`src/rtl/qfe_pkg.sv`:
```
// Shared constants and types of the quadrupole field evaluator.
`timescale 1ns / 1ps
package qfe_pkg;

    // Trig words: signed Q2.30 halves of a packed 64-bit register.
    localparam int TRIG_W     = 32;
    localparam int TRIG_FRAC  = 30;
    localparam int CFG_DATA_W = 64;
    localparam int CFG_IDX_W  = 4;

    // Datapath words are held in 64-bit two's complement at most.
    localparam int MAX_W      = 64;

    // Wide operands are split into chunks of this many bits per multiplier.
    localparam int MUL_CHUNK  = 31;

    localparam logic [CFG_DATA_W-1:0] TRIG_RESET = CFG_DATA_W'(1) << TRIG_FRAC;

    // Configuration register indexes.
    localparam logic [CFG_IDX_W-1:0] CFG_CENTER_X      = 4'd0;
    localparam logic [CFG_IDX_W-1:0] CFG_CENTER_Y      = 4'd1;
    localparam logic [CFG_IDX_W-1:0] CFG_CENTER_Z      = 4'd2;
    localparam logic [CFG_IDX_W-1:0] CFG_TILT_TRIG     = 4'd3;
    localparam logic [CFG_IDX_W-1:0] CFG_YAW_TRIG      = 4'd4;
    localparam logic [CFG_IDX_W-1:0] CFG_ROLL_TRIG     = 4'd5;
    localparam logic [CFG_IDX_W-1:0] CFG_GRADIENT      = 4'd6;
    localparam logic [CFG_IDX_W-1:0] CFG_MAGNET_LENGTH = 4'd7;

    // Pipeline stage map. A multiply occupies its stage and the next one.
    localparam int ST_DIFF  = 0;
    localparam int ST_L1    = 1;
    localparam int ST_L2    = 3;
    localparam int ST_POS   = 5;
    localparam int ST_L3    = 6;
    localparam int ST_ROT   = 8;
    localparam int ST_L4    = 9;
    localparam int ST_NEG   = 11;
    localparam int ST_L5    = 12;
    localparam int ST_BACK  = 14;
    localparam int ST_L6    = 15;
    localparam int ST_L7    = 17;
    localparam int ST_OUT   = 19;
    localparam int STAGES   = 20;

    typedef struct packed {
        logic ld_part;
        logic ld_sum;
    } t_mul_en;

endpackage

```
`src/rtl/qfe_pipe_ctl.sv`:
```
// Valid bits and per-stage load enables of the evaluator pipeline.
`timescale 1ns / 1ps
module qfe_pipe_ctl import qfe_pkg::*; (
    input  logic              i_clk,
    input  logic              i_rst_n,
    input  logic              i_in_valid,
    input  logic              i_out_ready,
    output logic              o_in_ready,
    output logic              o_out_valid,
    output logic [STAGES-1:0] o_en
);

    logic [STAGES-1:0] r_vld;
    logic [STAGES-1:0] n_vld;
    logic [STAGES:0]   w_en;

    // A stage loads when it is empty or its word moves on; bubbles collapse.
    always_comb begin
        w_en[STAGES] = i_out_ready;
        for (int k = STAGES - 1; k >= 0; k--) begin
            w_en[k] = !r_vld[k] || w_en[k+1];
        end
        n_vld = (w_en[STAGES-1:0] & {r_vld[STAGES-2:0], i_in_valid})
              | (~w_en[STAGES-1:0] & r_vld);
    end

    always_ff @(posedge i_clk) begin
        if (!i_rst_n) begin
            r_vld <= '0;
        end else begin
            r_vld <= n_vld;
        end
    end

    assign o_in_ready  = w_en[0];
    assign o_out_valid = r_vld[STAGES-1];
    assign o_en        = w_en[STAGES-1:0];

endmodule

```
`config.mk`:
```
export PLATFORM = sky130hd
export DESIGN_NAME = qfe_pipe_ctl
export DESIGN_NICKNAME = d
export VERILOG_FILES = /design/src/rtl/qfe_pkg.sv /design/src/rtl/qfe_pipe_ctl.sv
export SDC_FILE = /design/constraint.sdc
export NUM_CORES = 1
export LEC_CHECK = 0
export BUFFER_PORTS_ARGS = -buffer_cell sky130_fd_sc_hd__buf_2
export CORE_ASPECT_RATIO = 1.4
export CORE_MARGIN = 2
export CORE_UTILIZATION = 44
export DETAILED_ROUTE_END_ITERATION = 8
export PLACE_DENSITY = 0.79
export SLEW_MARGIN = 10
export SYNTH_ARGS = -nofsm -noshare
export SYNTH_HDL_FRONTEND = slang
export SYNTH_SLANG_ARGS = --single-unit
```
`constraint.sdc`:
```
create_clock -name i_clk -period 1.5 [get_ports i_clk]
set_clock_uncertainty 0.05 [all_clocks]
set_input_delay 0.075 -clock i_clk [delete_from_list [all_inputs] [get_ports i_clk]]
set_output_delay 0.075 -clock i_clk [all_outputs]
set_load 0.05 [all_outputs]
```
**Word-level counts from Yosys, hierarchy flattened**

Index checks and enable logic that the tools add are counted.

- Register bits: 20
- Bits of input ports: 4
- Output and inout bits: 22
- Logic and storage cells: 45

- Bitwise logic cells: 4
- Reductions and logical operators: 40

Operator list:

| operator | number |
|---|---|
| $and A20 B20 Y20 | 2 |
| $logic_not A1 Y1 | 20 |
| $logic_or A1 B1 Y1 | 20 |
| $not A20 Y20 | 1 |
| $or A20 B20 Y20 | 1 |

**Logic depth before layout (Yosys ltp)**

- Depth in word-level cells: 24
- Gate-level depth with buffers: 6
- Depth with buffers taken out: 5

**Least setup slack after synthesis**

OpenSTA, ideal clock, no wires.

- Path type: register to output
- Start: register with a tool-made name
- End: output o_en[0]
- Arrival: 2.649 ns
- Data required time: 1.375 ns
- Path slack: -1.274 ns
- Cell stages (with the launch flop): 7
- Path buffers: 2
- Cells stage by stage: dfxtp_1 -> and4b_4 -> inv_2 -> nor3_1 -> clkbuf_1 -> nand4_1 -> buf_4

RTL lines:

| item | line | source |
|---|---|---|
| end, declared | qfe_pipe_ctl.sv:10 | `output logic [STAGES-1:0] o_en` |

==> metrics.txt <==
leakage power=0.6322 nW; n_diodes=0; Highest Clock Rate=521.0 MHz; Sink Count=20; final hold vios=0; leading area contributor after synthesis=dfxtp_1; number of endpoints failing setup at the final stage=28; CTS tree=yes; synthesized area per cell=8.472 µm²; core area=1926 µm²; post-synth cell types=28; pwr dens=536.4 nW/µm²; share of layout cells above drive strength 1=0.5260; EDFF count, synth=0; CP Launch Type=flip-flop; dpl cell area=1162 µm²; number of global-route vias before repair=905; nets@finish=159; maximum clock insertion buffer count=2; Num CTS Buffers=3; Die Y=57.21 µm; GRT Util Overall=0.2160; wire per inst=15.76 µm; cells after synthesis=105; Starting Density=0.4620; leading post-synthesis cells by cell area=dfxtp_1 45%, nand2_1 7.6%, nand4_1 6.3%, nand3_1 3.9%, o21ai_0 3.9%; Synth Flop Type=dfxtp_1; vias=990; failing checks=setup timing; CP endpoint kind=primary output; Multi-input gate area=498.0 µm²; fin crit share=1.280; FF/Latch Area=410.4 µm²; CP max stage cell=or4_4; most frequent cells after synthesis=20 x dfxtp_1, 18 x nand2_1, 9 x nand4_1, 7 x nand3_1, 7 x o21ai_0; min cycle time layout=1919 ps; Final Cell Area=1535 µm²; R2R Setup Slk=-230 ps; Worst Tran Pin Value=446.6 ps; port bufs=25; post-synthesis sequential area ratio=0.4501; DR vias/cell=5.657; Syn-to-layout area delta=72.57%; die area=2403 µm²; die width=42 µm; WS Path Type=flip-flop to primary output; status=finished, violations left; CTS Root Cell=clkbuf_4; post-DP HPWL=1483 µm; DRT iter0 DRCs=28; number of top-level pins=26; Slew HR=0.7023; syn nets=109; RSZ-0062 raised after global routing=true; peak supply drop=0.4871 mV; Placed Instances=160; Util after Layout=0.7973; initial antenna violation count=0; Arrival @ worst endpoint=1790 ps; Fill cells=120; maximum fanout along the worst path=2; yosys warns=0; latest clock arrival within the worst-skew pair=300 ps; H-tree depth=1; Initial DRT Pass Iterations=4; total of max-cap violations=0; GRT overflow=0; first-pass GRT wire length=4091 µm; top-count cell post-synth=dfxtp_1; Pins Over Slew Limit=0; post-route setup slack=-419.4 ps; total power=0.0008235 W; RD Place Congestion=0.7713; Yosys top cell area share=0.4501; WL final=2758 µm; Async S/R FF share, synth=0; pin count of the biggest net entering global routing=29; delay of the slowest critical-path stage=570 ps; DR DRC count=0; CTS clock-pin slew for the worst setup and hold paths=120 ps; Non-Filler Instances=175; Routed Antenna Nets=0; # rows=19; register bit total from synthesis=20; hold crit path type=primary input to flip-flop; CP cell instances=nand4_1 > or4_4 > or2_4 > buf_8; synthesized cell area=889.6 µm²; critical path required time=1370 ps
[per-stage QoR]
step	TNS, ps	setup slack, ps	hold slack, ps
after CTS	-6382	-456.2	142.8
final	-6257	-419.4	164.2
after global placement	-1258	-232.5	259.9
after floorplan	-4992	-658.0	170.8
after global routing	-8010	-480.8	167.5
after detailed placement	-1569	-254.0	272.7
[layer usage]
metal	track usage	routed length (µm)	vias up
li1	-	-	467
met1	0.2570	1010	479
met2	0.3862	1581	36
met3	0.02532	111	8
met4	0.09217	55	0
met5	0	0	-
[cells in the final DEF, fill, tap and decap left out, types with 3 or more instances in the layout]
cell,n
buf_12,3
and3_1,4
nand4_1,9
nand3_2,3
dfxtp_1,14
buf_6,20
buf_2,6
buf_4,18
dfxtp_2,5
clkbuf_4,3
o21ai_2,3
nand2_1,15
nand3_1,3
o21ai_1,3
inv_1,5
o21a_1,4
buf_8,5
[path summary, 6_finish.rpt]
kind	cells after the start	endpoint	start
setup / recovery	4	o_en[4]	flip-flop
hold / removal	2	flip-flop	i_rst_n
setup reg to reg	10	flip-flop	flip-flop
hold reg to reg	2	flip-flop	flip-flop
[layout make-up]
class,instances,area share
timing repair buffer,53,0.3488
multi-input combinational,70,0.3244
sequential,20,0.2673
inverter,7,0.02526
clock buffer,4,0.01711
tap,21,0.01711
[power breakdown]
group          leakage, nW  switching [W]  internal [W]
registers            0.165     0.00000471      0.000533
logic                0.452      0.0000148     0.0000109
clock network       0.0150       0.000157      0.000103
total                0.632       0.000176      0.000647
[logic make-up (layout without fill, tap and decap cells)]
logic type / after synthesis / after routing / share of synthesized area
AND/OR/NAND/NOR: 50 / 50 / 0.3052
AO/OA/AOI/OAI: 20 / 20 / 0.1688
flip-flops: 20 / 20 / 0.4501
buffers and inverters: 15 / 64 / 0.07594
[timing repair]
item / in CTS / in global routing
cloned: 0 / 0
hold buffers: 1 / 0
pin swaps: 11 / 3
setup buffers: 8 / 2
setup endpoints to repair: 24 / 31
resized for setup: 63 / 19
hold endpoints to repair: 1 / 0
[critical path: cells and delay by family (launching register included)]
| family | cells | cell delay [ps] |
|---|---|---|
| buf+inv | 1 | 150 |
| flops | 1 | 400 |
| simple gates | 3 | 960 |
Power figures use the tool's default switching activity.
