## config.mk

```make
export PLATFORM = sky130hd
export DESIGN_NAME = qfe_mul
export DESIGN_NICKNAME = d
export VERILOG_FILES = /design/src/rtl/qfe_pkg.sv /design/src/rtl/qfe_mul.sv
export SDC_FILE = /design/constraint.sdc
export NUM_CORES = 2
export LEC_CHECK = 0
export BUFFER_PORTS_ARGS = -buffer_cell sky130_fd_sc_hd__buf_4
export CAP_MARGIN = 20
export CORE_MARGIN = 3
export CORE_UTILIZATION = 63
export CTS_BUF_LIST = sky130_fd_sc_hd__clkbuf_8 sky130_fd_sc_hd__clkbuf_16
export DETAILED_ROUTE_END_ITERATION = 16
export HOLD_SLACK_MARGIN = 0.03
export PLACE_DENSITY = 0.81
export SYNTH_ARGS = -nofsm -noshare
export SYNTH_HDL_FRONTEND = slang
export SYNTH_SLANG_ARGS = --single-unit
```

## constraint.sdc

```tcl
create_clock -name i_clk -period 18 [get_ports i_clk]
set_input_delay 4.5 -clock i_clk [delete_from_list [all_inputs] [get_ports i_clk]]
set_output_delay 4.5 -clock i_clk [all_outputs]
set_load 0.02 [all_outputs]
```

## src/rtl/qfe_pkg.sv

```systemverilog
// Shared constants and types of the quadrupole field evaluator.
`timescale 1ns / 1ps
package qfe_pkg;

    // Trig words: signed Q2.30 halves of a packed 64-bit register.
    localparam int TRIG_W     = 32;
    localparam int TRIG_FRAC  = 30;
    localparam int CFG_DATA_W = 64;
    localparam int CFG_IDX_W  = 4;

    // Datapath words are held in 64-bit two's complement at most.
    localparam int MAX_W      = 64;

    // Wide operands are split into chunks of this many bits per multiplier.
    localparam int MUL_CHUNK  = 31;

    localparam logic [CFG_DATA_W-1:0] TRIG_RESET = CFG_DATA_W'(1) << TRIG_FRAC;

    // Configuration register indexes.
    localparam logic [CFG_IDX_W-1:0] CFG_CENTER_X      = 4'd0;
    localparam logic [CFG_IDX_W-1:0] CFG_CENTER_Y      = 4'd1;
    localparam logic [CFG_IDX_W-1:0] CFG_CENTER_Z      = 4'd2;
    localparam logic [CFG_IDX_W-1:0] CFG_TILT_TRIG     = 4'd3;
    localparam logic [CFG_IDX_W-1:0] CFG_YAW_TRIG      = 4'd4;
    localparam logic [CFG_IDX_W-1:0] CFG_ROLL_TRIG     = 4'd5;
    localparam logic [CFG_IDX_W-1:0] CFG_GRADIENT      = 4'd6;
    localparam logic [CFG_IDX_W-1:0] CFG_MAGNET_LENGTH = 4'd7;

    // Pipeline stage map. A multiply occupies its stage and the next one.
    localparam int ST_DIFF  = 0;
    localparam int ST_L1    = 1;
    localparam int ST_L2    = 3;
    localparam int ST_POS   = 5;
    localparam int ST_L3    = 6;
    localparam int ST_ROT   = 8;
    localparam int ST_L4    = 9;
    localparam int ST_NEG   = 11;
    localparam int ST_L5    = 12;
    localparam int ST_BACK  = 14;
    localparam int ST_L6    = 15;
    localparam int ST_L7    = 17;
    localparam int ST_OUT   = 19;
    localparam int STAGES   = 20;

    typedef struct packed {
        logic ld_part;
        logic ld_sum;
    } t_mul_en;

endpackage

```

## src/rtl/qfe_mul.sv

```systemverilog
// Two-stage chunked signed multiplier with floor shift and truncation.
`timescale 1ns / 1ps
module qfe_mul import qfe_pkg::*; #(
    parameter int A_W   = 33,
    parameter int B_W   = 32,
    parameter int SHIFT = 30,
    parameter int O_W   = 35
) (
    input  logic                  i_clk,
    input  t_mul_en               i_en,
    input  logic signed [A_W-1:0] i_a,
    input  logic signed [B_W-1:0] i_b,
    output logic signed [O_W-1:0] o_p
);

    localparam int NC     = (A_W + MUL_CHUNK - 1) / MUL_CHUNK;
    localparam int EXT_W  = NC * MUL_CHUNK;
    localparam int PP_W   = MUL_CHUNK + 1 + B_W;
    localparam int FULL_W = A_W + B_W;

    logic signed [EXT_W-1:0]     a_ext;
    logic signed [MUL_CHUNK:0]   op [NC];
    logic signed [PP_W-1:0]      r_pp [NC];
    logic signed [FULL_W-1:0]    n_full;
    logic signed [FULL_W-1:0]    n_shift;
    logic signed [O_W-1:0]       r_p;

    assign a_ext = EXT_W'(i_a);

    // Low chunks are unsigned, the top chunk carries the sign.
    always_comb begin
        for (int i = 0; i < NC; i++) begin
            op[i] = {(i == NC - 1) ? a_ext[i*MUL_CHUNK + MUL_CHUNK - 1] : 1'b0,
                     a_ext[i*MUL_CHUNK +: MUL_CHUNK]};
        end
    end

    always_ff @(posedge i_clk) begin
        if (i_en.ld_part) begin
            for (int i = 0; i < NC; i++) begin
                r_pp[i] <= op[i] * i_b;
            end
        end
    end

    // Recombine partials; arithmetic shift gives the floor.
    always_comb begin
        n_full = '0;
        for (int i = 0; i < NC; i++) begin
            n_full = n_full + (FULL_W'(r_pp[i]) <<< (i * MUL_CHUNK));
        end
        n_shift = n_full >>> SHIFT;
    end

    always_ff @(posedge i_clk) begin
        if (i_en.ld_sum) begin
            r_p <= n_shift[O_W-1:0];
        end
    end

    assign o_p = r_p;

endmodule

```

Word level (Yosys, flattened, before mapping)
Memories as Yosys holds them, arrays and structs flattened.
Cells that the tools add are included.
{"block": "classes", "multipliers": 2, "addsub": 1, "muxes": 2}
{"cell": "adder 64 x 65 -> 65 bit", "n": 1}
{"cell": "multiplier 32 x 32 -> 64 bit", "n": 1}
{"cell": "multiplier 2 x 32 -> 34 bit", "n": 1}
{"cell": "2-to-1 mux 1 bit", "n": 2}
{"block": "totals", "reg_bits": 35, "inputBits": 68, "ram_bits": 128, "word_cells": 7, "n_memories": 1, "out_inout_bits": 35}
{"name": "r_pp", "words": 2, "width": 64, "rd": 2, "rd_clocked_by_memory_dff": 0, "write_ports": 2, "line_no": "qfe_mul.sv:23", "text": "logic signed [PP_W-1:0] r_pp [NC];"}

Depth between registers and ports, before layout
{"block": "logic_depth", "ltp_word": 2, "ltp_mapped": 30, "depth_no_buf": 29}

Worst setup path after synthesis
OpenSTA, ideal clock, no wires.
{"block": "synth_timing", "kind": "input to register", "startpoint": "in i_a[30]", "endpoint": "mem r_pp[0][61] in the netlist's numbering, data pin", "required_ps": 17742, "cell_stages": 27, "n_path_buf": 1, "setup_time_ps": 258, "path_slack_ps": 6498, "t_arrival_ps": 11244, "path_cell_list": "clkbuf_1 > nand2_1 > fa_1 > inv_1 > fa_1 > fa_1 > inv_1 > fa_1 > inv_1 > fa_1 > fa_1 > fa_1 > inv_1 > fa_1 > inv_1 > ha_1 > and3_1 > nand3_1 > o2111ai_1 > o21bai_1 > o31ai_2 > o311ai_1 > a21oi_1 > a21boi_1 > o41a_1 > a21oi_1 > xnor2_1"}
{"element": "from (decl)", "line_no": "qfe_mul.sv:11", "text": "input logic signed [A_W-1:0] i_a,"}
{"element": "to (decl)", "line_no": "qfe_mul.sv:23"}

==> out/summary.txt <==
Fill count: 4772
Worst-Margin Slew: 0.899 ns
Largest net degree at the start of global routing: 69
Core Area: 60500 um2
Outcome: finished, final reports clean
Synth unique cells: 62
Worst hold start: r_pp[0][30]$_DFFE_PP_
Critical-path maximum fanout: 33
HP Class: reg2reg
Final Hold Viols: 0
Final instance area: 39900 um2
Gp weighted congestion: 0.913
Most common cell after layout, fill and taps aside: fa_1
EDFF count, synth: 103
Syn Area/Cell: 9.58 um2
Core Rows: 90
Setup bufs post-CTS: 0
DRT antenna net count: 0
Reg-to-reg slack, setup: 14.41 ns
H-tree depth: 3
Top_reg_cell synth: edfxtp_1
Die Span X: 254 um
Multi-input logic area: 31600 um2
IO buf count: 102
Initial DRT Pass Iterations: 6
I/O pins: 103
Placed inst area: 39600 um2
Wire length on met1: 36.5 mm
CTS tree: done
Relative slew slack: 0.397
Register Area: 3090 um2
Share of cells above drive strength 1: 0.0324
# hold bufs at CTS: 0
Peak Freq: 0.0796 GHz
Final period util: 0.698
First-pass GRT wire length: 159 mm
Clock Tree Buf Depth: 2
Reg-to-reg endpoint: o_p[34]$_DFFE_PP_
Crit Path Category: in2reg
Worst R2R Path Depth: 12
Slew Viols, Final: 0
Post-CTS sizing: 0
Num CTS Buffers: 9
Die footprint: 64300 um2
Final min period: 12.57 ns
Setup crit end kind: flip-flop
Initial antenna violation count: 4
Syn Nets: 5355
Min-Delay Path Depth: 0
Clk sinks: 103
P&R area growth vs syn: 3.38%
Number of global-route vias before repair: 30600
Cell count after synthesis: 4031
Async SR Flop Fraction: 0
Via count: 27700
Metal2 WL: 47.7 mm
Initial Util: 0.638
Yosys Warn Count: 0
Crit path DAT: 12.69 ns
Iteration-0 DRC Markers: 1947
#FFs+latches synth: 103
Sequential-to-total area share from yosys stat: 0.0801
Drt drc: 0
CP Launch Type: primary input
Worst reg2reg startpoint: r_pp[0][32]$_DFFE_PP_
Setup Skew: 0.00967 ns
Total Routing Usage GR: 0.321
Drt total wl: 97.5 mm
Hold_ws: 0.420 ns
Setup-failing EPs final: 0
Most frequent cells in the layout: fa_1, inv_1, and2_1
Skew-Pair Late Insertion Delay: 0.36 ns
Max layer used: met5
Final HPWL DP: 72.3 mm
Mapped Area: 38600 um2
DR vias/cell: 5.86
Clock Pin Slew Worst Setup and Hold Paths: 0.07 ns
Hold Crit Endpoint: o_p[0]$_DFFE_PP_
Final TNS setup: 0 ns
Grt total ovfl: 0
NumNets Final: 5271
Wire per inst: 20.6 um
Die Ht: 254 um
# Max-Cap Violations: 0
RSZ-0062 raised after global routing: no
CTS root buf: clkbuf_16
Worst EP required: 18.12 ns
Met3 routed WL: 9.18 mm
[sequential cells by signal, summed over array words and instances (netlist names)]
name,cells
r_pp,68
o_p,35
[critical path: stages]
cell	delay [ns]
buf_4	0.47
and2_1	0.24
fa_1	0.45
fa_1	0.55
inv_1	0.06
fa_1	0.44
fa_1	0.54
inv_1	0.05
fa_1	0.56
fa_1	0.44
fa_1	0.51
fa_1	0.42
ha_1	0.34
a21oi_1	0.18
o21ai_1	0.14
a311oi_1	0.25
o21ai_0	0.28
o31ai_2	0.83
o311ai_1	0.28
a21oi_1	0.31
a21boi_1	0.17
o41a_1	0.37
a21oi_1	0.19
xnor2_1	0.08
[synth_stat cells (10+ instances only)]
library cell,count,share of area
fa_1,869,0.45
inv_1,846,0.082
and2_1,645,0.10
nand2_1,394,0.038
ha_1,387,0.13
clkbuf_1,197,0.019
edfxtp_1,103,0.080
a21oi_1,87,0.011
xnor2_1,61,0.014
nor2b_1,60,0.0097
nor2_1,56,0.0054
a21o_1,55,0.011
o21ai_0,41,0.0053
xor2_1,28,0.0064
nand3_1,26,0.0034
nor3_1,24,0.0031
nand2b_1,23,0.0037
o21a_1,20,0.0039
o21bai_1,14,0.0027
a31oi_1,10,0.0016
[per-stage QoR]
| stage | setup slack (ns) | cells | util |
|---|---|---|---|
| 6_report | 5.43 | 4735 | 0.660 |
| 5_1_grt | 5.05 | 4734 | 0.660 |
| 4_1_cts | 5.61 | 4734 | 0.660 |
| 3_5_place_dp | 5.24 | 4718 | 0.655 |
| 3_3_place_gp | 5.36 | 4718 | 0.655 |
| 2_1_floorplan | 6.50 | 4031 | - |
[metal layers]
| metal | vias to the layer above | GRT usage |
|---|---|---|
| met4 | 4 | 0.112 |
| met5 | - | 0 |
| met1 | 14200 | 0.408 |
| met3 | 307 | 0.0696 |
| li1 | 11900 | - |
| met2 | 1347 | 0.546 |
[area by class of cell]
class,instances,share of cell area
clock inverter,7,0.00179
clock buffer,9,0.00564
sequential,103,0.0775
tap,782,0.0245
multi-input combinational,2885,0.792
timing repair buffer,102,0.0192
antenna,1,0.0000627
inverter,846,0.0796
[logic make-up (layout without fill, tap and decap cells)]
family | count (synthesis) | after routing | synth area share
AOI/OAI and AO/OA | 287 | 287 | 0.0495
xor gates and xnor gates | 89 | 89 | 0.0202
adders and majority gates | 1256 | 1256 | 0.576
buffers and inverters | 1043 | 964 | 0.101
DFF | 103 | 103 | 0.0801
muxes | 1 | 1 | 0.000292
other | 0 | 1 | 0
and+or+nand+nor | 1252 | 1252 | 0.172
[worst max path at each step]
stage | slack, ns | start | endpoint
5_1_grt | 5.05 | i_b[9] | r_pp[0][61]$_DFFE_PP_
4_1_cts | 5.61 | i_b[9] | r_pp[0][61]$_DFFE_PP_
2_1_floorplan | 6.50 | i_a[30] | r_pp[0][61]$_DFFE_PP_
6_report | 5.43 | i_b[9] | r_pp[0][61]$_DFFE_PP_
3_3_place_gp | 5.36 | i_b[9] | r_pp[0][61]$_DFFE_PP_
3_5_place_dp | 5.24 | i_b[9] | r_pp[0][61]$_DFFE_PP_
Power is left out: the tool's default activity adds up to more than one toggle a clock period on the data nets, which glitch-free logic cannot reach.
