**config.mk**
```make
export PLATFORM = sky130hd
export DESIGN_NAME = qfe_cfg
export DESIGN_NICKNAME = d
export VERILOG_FILES = /design/src/rtl/qfe_pkg.sv /design/src/rtl/qfe_cfg.sv
export SDC_FILE = /design/constraint.sdc
export NUM_CORES = 1
export LEC_CHECK = 0
export ABC_CLOCK_PERIOD_IN_PS = 3100
export BUFFER_PORTS_ARGS = -buffer_cell sky130_fd_sc_hd__buf_2
export CORE_MARGIN = 1.5
export CORE_UTILIZATION = 40
export CTS_BUF_LIST = sky130_fd_sc_hd__clkbuf_16
export DETAILED_ROUTE_END_ITERATION = 8
export PLACE_DENSITY = 0.67
export SLEW_MARGIN = 25
export SYNTH_ARGS = -nofsm -noshare
export SYNTH_HDL_FRONTEND = slang
export SYNTH_SLANG_ARGS = --single-unit
```
**constraint.sdc**
```tcl
create_clock -name i_clk -period 3.1 [get_ports i_clk]
set_clock_uncertainty 0.2 [all_clocks]
set_input_delay 0.775 -clock i_clk [delete_from_list [all_inputs] [get_ports i_clk]]
set_output_delay 0.775 -clock i_clk [all_outputs]
set_load 0.005 [all_outputs]
```
**src/rtl/qfe_pkg.sv**
```systemverilog
// Shared constants and types of the quadrupole field evaluator.
`timescale 1ns / 1ps
package qfe_pkg;

    // Trig words: signed Q2.30 halves of a packed 64-bit register.
    localparam int TRIG_W     = 32;
    localparam int TRIG_FRAC  = 30;
    localparam int CFG_DATA_W = 64;
    localparam int CFG_IDX_W  = 4;

    // Datapath words are held in 64-bit two's complement at most.
    localparam int MAX_W      = 64;

    // Wide operands are split into chunks of this many bits per multiplier.
    localparam int MUL_CHUNK  = 31;

    localparam logic [CFG_DATA_W-1:0] TRIG_RESET = CFG_DATA_W'(1) << TRIG_FRAC;

    // Configuration register indexes.
    localparam logic [CFG_IDX_W-1:0] CFG_CENTER_X      = 4'd0;
    localparam logic [CFG_IDX_W-1:0] CFG_CENTER_Y      = 4'd1;
    localparam logic [CFG_IDX_W-1:0] CFG_CENTER_Z      = 4'd2;
    localparam logic [CFG_IDX_W-1:0] CFG_TILT_TRIG     = 4'd3;
    localparam logic [CFG_IDX_W-1:0] CFG_YAW_TRIG      = 4'd4;
    localparam logic [CFG_IDX_W-1:0] CFG_ROLL_TRIG     = 4'd5;
    localparam logic [CFG_IDX_W-1:0] CFG_GRADIENT      = 4'd6;
    localparam logic [CFG_IDX_W-1:0] CFG_MAGNET_LENGTH = 4'd7;

    // Pipeline stage map. A multiply occupies its stage and the next one.
    localparam int ST_DIFF  = 0;
    localparam int ST_L1    = 1;
    localparam int ST_L2    = 3;
    localparam int ST_POS   = 5;
    localparam int ST_L3    = 6;
    localparam int ST_ROT   = 8;
    localparam int ST_L4    = 9;
    localparam int ST_NEG   = 11;
    localparam int ST_L5    = 12;
    localparam int ST_BACK  = 14;
    localparam int ST_L6    = 15;
    localparam int ST_L7    = 17;
    localparam int ST_OUT   = 19;
    localparam int STAGES   = 20;

    typedef struct packed {
        logic ld_part;
        logic ld_sum;
    } t_mul_en;

endpackage

```
**src/rtl/qfe_cfg.sv**
```systemverilog
// Configuration register file of the quadrupole field evaluator.
`timescale 1ns / 1ps
module qfe_cfg import qfe_pkg::*; #(
    parameter int COORD_WIDTH = 32
) (
    input  logic                          i_clk,
    input  logic                          i_rst_n,
    input  logic                          i_cfg_we,
    input  logic [CFG_IDX_W-1:0]          i_cfg_idx,
    input  logic [CFG_DATA_W-1:0]         i_cfg_data,
    output logic signed [COORD_WIDTH-1:0] o_center_x,
    output logic signed [COORD_WIDTH-1:0] o_center_y,
    output logic signed [COORD_WIDTH-1:0] o_center_z,
    output logic signed [TRIG_W-1:0]      o_tilt_sin,
    output logic signed [TRIG_W-1:0]      o_tilt_cos,
    output logic signed [TRIG_W-1:0]      o_yaw_sin,
    output logic signed [TRIG_W-1:0]      o_yaw_cos,
    output logic signed [TRIG_W-1:0]      o_roll_sin,
    output logic signed [TRIG_W-1:0]      o_roll_cos,
    output logic signed [COORD_WIDTH-1:0] o_gradient,
    output logic [COORD_WIDTH-2:0]        o_magnet_length
);

    logic signed [COORD_WIDTH-1:0] r_center_x;
    logic signed [COORD_WIDTH-1:0] r_center_y;
    logic signed [COORD_WIDTH-1:0] r_center_z;
    logic [CFG_DATA_W-1:0]         r_tilt;
    logic [CFG_DATA_W-1:0]         r_yaw;
    logic [CFG_DATA_W-1:0]         r_roll;
    logic signed [COORD_WIDTH-1:0] r_gradient;
    logic [COORD_WIDTH-2:0]        r_magnet_length;

    always_ff @(posedge i_clk) begin
        if (!i_rst_n) begin
            r_center_x      <= '0;
            r_center_y      <= '0;
            r_center_z      <= '0;
            r_tilt          <= TRIG_RESET;
            r_yaw           <= TRIG_RESET;
            r_roll          <= TRIG_RESET;
            r_gradient      <= '0;
            r_magnet_length <= '0;
        end else if (i_cfg_we) begin
            unique case (i_cfg_idx)
                CFG_CENTER_X:      r_center_x      <= i_cfg_data[COORD_WIDTH-1:0];
                CFG_CENTER_Y:      r_center_y      <= i_cfg_data[COORD_WIDTH-1:0];
                CFG_CENTER_Z:      r_center_z      <= i_cfg_data[COORD_WIDTH-1:0];
                CFG_TILT_TRIG:     r_tilt          <= i_cfg_data;
                CFG_YAW_TRIG:      r_yaw           <= i_cfg_data;
                CFG_ROLL_TRIG:     r_roll          <= i_cfg_data;
                CFG_GRADIENT:      r_gradient      <= i_cfg_data[COORD_WIDTH-1:0];
                CFG_MAGNET_LENGTH: r_magnet_length <= i_cfg_data[COORD_WIDTH-2:0];
                default: begin
                    // drop writes to unused indexes
                end
            endcase
        end
    end

    assign o_center_x      = r_center_x;
    assign o_center_y      = r_center_y;
    assign o_center_z      = r_center_z;
    assign o_tilt_sin      = r_tilt[CFG_DATA_W-1:TRIG_W];
    assign o_tilt_cos      = r_tilt[TRIG_W-1:0];
    assign o_yaw_sin       = r_yaw[CFG_DATA_W-1:TRIG_W];
    assign o_yaw_cos       = r_yaw[TRIG_W-1:0];
    assign o_roll_sin      = r_roll[CFG_DATA_W-1:TRIG_W];
    assign o_roll_cos      = r_roll[TRIG_W-1:0];
    assign o_gradient      = r_gradient;
    assign o_magnet_length = r_magnet_length;

endmodule

```
# Word-level counts from Yosys, hierarchy flattened
# Index checks and enable logic that the tools add are counted.
dict set report totals {
  regBits 351
  inputBits 71
  output_inout_bits 351
  word_cells 24
}
dict set report op_classes {
  eq_ne 7
  n_reduce_logical 9
}
# cell count
set ops {}
lappend ops {{$eq A4 B3 Y1 const B} 4}
lappend ops {{$reduce_and A2 Y1} 8}
lappend ops {{$eq A4 B2 Y1 const B} 2}
lappend ops {{$eq A4 B1 Y1 const B} 1}
lappend ops {{$logic_not A4 Y1} 1}

# Logic depth before layout (Yosys ltp)
# Gate-level depths: netlist (run 1).
dict set report logic_depth {
  word_depth 2
  ltp_mapped 5
  depth_no_buf 3
}

# Worst setup path after synthesis (run 1)
# OpenSTA, ideal clock, no wires.
dict set report synth_path {
  path_kind {input to register}
  start {in i_cfg_idx[3]}
  end {reg r_roll[10]}
  setup_time_ns 0.126
  arrival_time_ns 1.708
  required_ns 2.774
  slack_ns 1.066
  stages 5
  n_path_buf 2
  cell_sequence {nand3b_4 > or3b_1 > buf_6 > buf_6 > mux2i_1}
}
dict set report synth_between {
  elab_chain_len 2
}
# item line
set synth_lines {}
lappend synth_lines {{start, declared} qfe_cfg.sv:9} ;# input logic [CFG_IDX_W-1:0] i_cfg_idx,
lappend synth_lines {{$eq A4 B3 Y1} qfe_cfg.sv:44} ;# unique case (i_cfg_idx)
lappend synth_lines {{$reduce_and A2 Y1 (no line)} -}
lappend synth_lines {{end signal, assigned} qfe_cfg.sv:50} ;# CFG_ROLL_TRIG: r_roll <= i_cfg_data;
lappend synth_lines {{end, declared} qfe_cfg.sv:29} ;# logic [CFG_DATA_W-1:0] r_roll;
# Every way passes these cells.
# A chain may end at the register's enable or synchronous reset.

# Worst setup path in the final report (run 1)
dict set report layout_path {
  start {in i_cfg_idx[3]}
  end {reg r_yaw[28]}
}
dict set report layout_between {
  elab_chain_len 2
}
# item line
set layout_lines {}
lappend layout_lines {{$eq A4 B3 Y1} qfe_cfg.sv:44}
lappend layout_lines {{$reduce_and A2 Y1 (no line)} -}
lappend layout_lines {{end signal, assigned} qfe_cfg.sv:49} ;# CFG_YAW_TRIG: r_yaw <= i_cfg_data;
lappend layout_lines {{end, declared} qfe_cfg.sv:28} ;# logic [CFG_DATA_W-1:0] r_yaw;
# Every way passes these cells.

==> results of run 1 <==
[Yosys cell counts (2+ instances only)]
cell | count | area share (%)
buf_6 | 7 | 0.62
nor2_1 | 2 | 0.059
clkbuf_1 | 47 | 1.4
nand3b_1 | 2 | 0.12
buf_4 | 13 | 0.77
nor2b_1 | 4 | 0.20
dfxtp_1 | 351 | 56
mux2i_1 | 351 | 28
buf_2 | 18 | 0.71
nand2_1 | 414 | 12
[kinds of logic after synthesis]
group / Yosys count / synth area share (%)
muxes: 351 / 27.8
and+or+nand+nor: 428 / 13.1
buffers and inverters: 85 / 3.50
DFF: 351 / 55.6
[registers in the layout, summed over array words and instances (netlist names)]
| name | cells |
|---|---|
| r_roll | 64 |
| r_tilt | 64 |
| r_yaw | 64 |
| o_center_x | 32 |
| o_center_y | 32 |
| o_center_z | 32 |
| o_gradient | 32 |
| o_magnet_length | 31 |
[worst paths after layout]
| check | depth (start not counted) | startpoint | endpoint |
|---|---|---|---|
| min | 2 | o_gradient[2] | o_gradient[2] |
| max | 5 | i_cfg_idx[3] | r_yaw[28] |
| max reg2reg | 2 | r_roll[50] | r_roll[50] |
| min reg2reg | 2 | o_gradient[2] | o_gradient[2] |
[worst reg2reg max path, delay by kind of cell, from the launching register on]
family / cells / cell delay, ns
and+or+nand+nor: 1 / 0.07
muxes: 1 / 0.13
DFF: 1 / 0.38
[power by group]
group          internal [mW]  switching, mW
logic                  0.169          0.293
registers               4.57         0.0295
clock network           2.33           1.71
total                   7.07           2.03
[per-layer routing]
layer / vias to the layer above / global-route usage, %
li1: 4813 / -
met1: 4722 / 26.1
met2: 362 / 36.9
met3: 70 / 7.32
met4: 0 / 7.09
met5: - / 0
[metrics by stage]
| stage | area [sq um] | power [mW] | cells | hold slack [ns] | util, % |
|---|---|---|---|---|---|
| after floorplan | 12600 | 4.94 | 1215 | 0.251 | - |
| after global placement | 15200 | 5.16 | 1979 | 0.239 | 49.2 |
| after detailed placement | 15200 | 5.16 | 1979 | 0.243 | 49.2 |
| after CTS | 16200 | 9.20 | 2037 | 0.254 | 52.7 |
| after global routing | 16200 | 9.44 | 2038 | 0.266 | 52.7 |
| final | 16200 | 9.10 | 2038 | 0.253 | 52.7 |
[area by class of cell]
cell class,instances,area [sq um]
clock inverters,19,106
flip-flops and latches,351,7030
fillers,2832,14600
multi-input cells,779,5200
clock buffers,39,976
well taps,396,495
diodes,1,2.50
repair buffers,453,2430
==> impl_metrics.env, run 1 <==
export IMPL_syn_avg_cell_area_sq_um=10.4
export IMPL_slew_viol_final=0
export IMPL_clk_latency_ns=0.51
export IMPL_crit_path_cell_trace="buf_2, nand3b_4, or3_4, buf_12, mux2i_1"
export IMPL_numCtsBuffers=38
export IMPL_die_h_um=181
export IMPL_gp_congestion=0.792
export IMPL_wl_per_cell_um=18.1
export IMPL_first_pass_iters=6
export IMPL_arrival_ns=2.21
export IMPL_yosys_warnings=0
export IMPL_io_pins=422
export IMPL_worstPathRequired_ns=3.27
export IMPL_reg2reg_slack_ns=2.25
export IMPL_cts_resized=0
export IMPL_grt_start_max_net_pins=65
export IMPL_grt_pass1_wl_um=56500
export IMPL_hold_path_class="register to register"
export IMPL_drive_gt1_share_pct=30.8
export IMPL_power_density_mw_per_mm2=560
export IMPL_port_buffers=421
export IMPL_crit_path_end_kind="register"
export IMPL_period_minus_slack_ns=2.04
export IMPL_start_util_pct=41.0
export IMPL_crit_buf_inv=2
export IMPL_final_common_cell="buf_2"
export IMPL_path_delay_family="simple AND/OR/NAND/NOR gates"
export IMPL_ir_drop_v=0.000421
export IMPL_wl_um=36900
export IMPL_hpwl_um=25100
export IMPL_timing_fmax_mhz=490
export IMPL_ctsHoldBuffers=0
export IMPL_status="finished, final reports clean"
export IMPL_ys_types=16
export IMPL_routed_top_layer="met4"
export IMPL_syn_area_sq_mm=0.0126
export IMPL_htree_num_levels=2
export IMPL_syn_inst=1215
export IMPL_final_net_count=1694
export IMPL_cp_slowest_stage_delay_ns=0.60
export IMPL_tightest_slew_ns=0.694
export IMPL_setup_viol=0
export IMPL_grt_overflow_total=0
export IMPL_cap_violations=0
export IMPL_dp_slack_ns=0.558
export IMPL_seq_area_frac_synth_pct=55.6
export IMPL_clk_pin_slew_ns=0.06
export IMPL_grt_total_usage_pct=21.9
export IMPL_wl_met3_um=3200
export IMPL_path_class="input port to register"
export IMPL_synth_nets=1286
export IMPL_hold_violations=0
export IMPL_area_growth_pct=28.4
export IMPL_rows=64
export IMPL_drcViolationCount=0
export IMPL_antenna_found_initial=1
export IMPL_cts_root_buf="clkbuf_16"
export IMPL_synth_flop_cell="dfxtp_1"
export IMPL_postCtsSetupBuffers=0
export IMPL_path_max_fanout=33
export IMPL_ant_nets=0
export IMPL_met2_length_um=17100
export IMPL_vias=9967
export IMPL_post_route_period_util_pct=65.8
export IMPL_rsz0062_at_grt="no"
export IMPL_grt_pass1_vias=9965
export IMPL_numClockSinks=351
export IMPL_maxSlewHeadroom_pct=53.8
export IMPL_die_area_sq_mm=0.0327
export IMPL_power_leakage_nw=8.70
export IMPL_cts_tree="done"
export IMPL_coreArea_sq_mm=0.0308
export IMPL_fin_setup_tns_ns=0
export IMPL_die_x_um=181
export IMPL_cts_buffer_depth=3
export IMPL_wl_met1_um=15500
export IMPL_async_reset_ff_share_pct=0
export IMPL_layout_setup_ws_ns=1.06
export IMPL_final_cell_mix="buf_2 (420), nand2_1 (413), mux2i_1 (351), dfxtp_1 (351), clkbuf_16 (39)"
export IMPL_synth_edf_count=0
export IMPL_ys_ff_latch=351
export IMPL_slowest_stage="or3_4"
export IMPL_dr_first_iter_drc_count=364
export IMPL_setup_worst_path_start_class="input port"
export IMPL_vias_per_cell=4.89
No activity file was read; power rests on OpenSTA's default activity.
==> inputs of run 2 (changes only) <==
- ABC_CLOCK_PERIOD_IN_PS: 3100 -> 2070
- clock period: 3.1 -> 2.07 ns (I/O delays scaled with it)
==> run 2 against run 1 <==
Count of clock-buffer cells in the layout stayed put. Highest routed layer unchanged. Power grew 52%. Critical path type is now register to primary output. Clock power is 54% higher. Utilization up 0.89 points. Setup slack lost 0.76 ns. Critical path depth decreased by 4.
==> impl_metrics.env, run 2 (synthesized netlist as in run 1, its figures left out) <==
export IMPL_htree_num_levels=2
export IMPL_drcViolationCount=0
export IMPL_vias=10100
export IMPL_ant_nets=0
export IMPL_cp_slowest_stage_delay_ns=0.38
export IMPL_period_minus_slack_ns=1.77
export IMPL_reg_largest_list="r_roll x64, r_tilt x64, r_yaw x64"
export IMPL_antenna_found_initial=1
export IMPL_dp_slack_ns=-0.00179
export IMPL_grt_pass1_vias=10000
export IMPL_clk_pin_slew_ns=0.06
export IMPL_drive_gt1_share_pct=31.3
export IMPL_tightest_slew_ns=0.468
export IMPL_nFillCells=2843
export IMPL_power_density_mw_per_mm2=837
export IMPL_final_common_cell="buf_2"
export IMPL_final_cell_mix="buf_2 (420), nand2_1 (413), mux2i_1 (351), dfxtp_1 (351), clkbuf_16 (39)"
export IMPL_place_inst=1995
export IMPL_cts_buffer_depth=3
export IMPL_seqCellArea_sq_mm=0.00703
export IMPL_final_util_pct=53.6
export IMPL_die_h_um=181
export IMPL_post_dp_cell_area_sq_mm=0.0154
export IMPL_path_delay_family="flip-flops"
export IMPL_slowest_stage="dfxtp_1"
export IMPL_arrival_ns=1.05
export IMPL_gp_congestion=0.790
export IMPL_crit_buf_inv=1
export IMPL_multiInputGateArea_sq_mm=0.00520
export IMPL_power_leakage_nw=8.82
export IMPL_layout_setup_ws_ns=0.303
export IMPL_io_pins=422
export IMPL_ctsHoldBuffers=0
export IMPL_cts_tree="done"
export IMPL_hpwl_um=25800
export IMPL_ff2ff_path_depth=2
export IMPL_hold_depth=3
export IMPL_port_buffers=421
export IMPL_grt_pass1_wl_um=56300
export IMPL_final_net_count=1709
export IMPL_start_util_pct=41.0
export IMPL_postCtsSetupBuffers=0
export IMPL_maxSlewHeadroom_pct=68.7
export IMPL_clk_latency_ns=0.50
export IMPL_cts_root_buf="clkbuf_16"
export IMPL_grt_total_usage_pct=21.7
export IMPL_hold_path_class="input port to register"
export IMPL_timing_fmax_mhz=566
export IMPL_grt_start_max_net_pins=47
export IMPL_grt_overflow_total=0
export IMPL_wl_um=36500
export IMPL_vias_per_cell=4.88
export IMPL_rows=64
export IMPL_cp_depth=1
export IMPL_fin_setup_tns_ns=0
export IMPL_status="finished, final reports clean"
export IMPL_numCtsBuffers=37
export IMPL_wl_per_cell_um=17.8
export IMPL_cts_resized=0
export IMPL_slew_viol_final=0
export IMPL_first_pass_iters=4
export IMPL_hold_violations=0
export IMPL_path_class="register to primary output"
export IMPL_die_x_um=181
export IMPL_coreArea_sq_mm=0.0308
export IMPL_crit_path_cell_trace="buf_2"
export IMPL_holdWs_ns=0.111
export IMPL_post_route_period_util_pct=85.4
export IMPL_power_mw=13.8
export IMPL_fin_area_sq_mm=0.0165
export IMPL_numClockSinks=351
export IMPL_setup_viol=0
export IMPL_worstPathRequired_ns=1.35
export IMPL_rsz0062_at_grt="no"
export IMPL_die_area_sq_mm=0.0327
export IMPL_layout_cells_non_filler=2059
export IMPL_dr_first_iter_drc_count=317
export IMPL_setup_worst_path_start_class="register"
export IMPL_crit_path_end_kind="primary output"
export IMPL_cap_violations=0
export IMPL_ir_drop_v=0.000519
export IMPL_path_max_fanout=2
export IMPL_area_growth_pct=30.6
## run 2: path summary, 6_finish.rpt
kind | from | endpoint | slack [ns]
setup / recovery | r_tilt[31] | o_tilt_cos[31] | 0.30
hold / removal | i_cfg_data[58] | r_yaw[58] | 0.11
setup reg to reg | r_tilt[48] | r_tilt[48] | 1.19
hold reg to reg | o_gradient[2] | o_gradient[2] | 0.25
## run 2: power breakdown
group	internal [mW]	leakage, nW	switching (mW)	total, mW
Clock	3.62	0.586	2.58	6.21
Sequential	6.84	2.83	0.0439	6.89
Combinational	0.281	5.40	0.446	0.727
## run 2: final cells by class
type                            count  area share, %
Antenna cell                        1         0.0151
Clock buffer                       39           5.91
Clock inverter                     24          0.901
Multi-Input combinational cell    779           31.5
Sequential cell                   351           42.5
Tap cell                          396           3.00
Timing Repair Buffer              469           16.1
## run 2: per-layer routing
metal / vias up / GRT usage [%] / wire (um)
li1: 4846 / - / -
met1: 4759 / 26.3 / 15500
met2: 375 / 36.2 / 16600
met3: 72 / 6.91 / 3330
met4: 0 / 7.70 / 1130
met5: - / 0 / 0
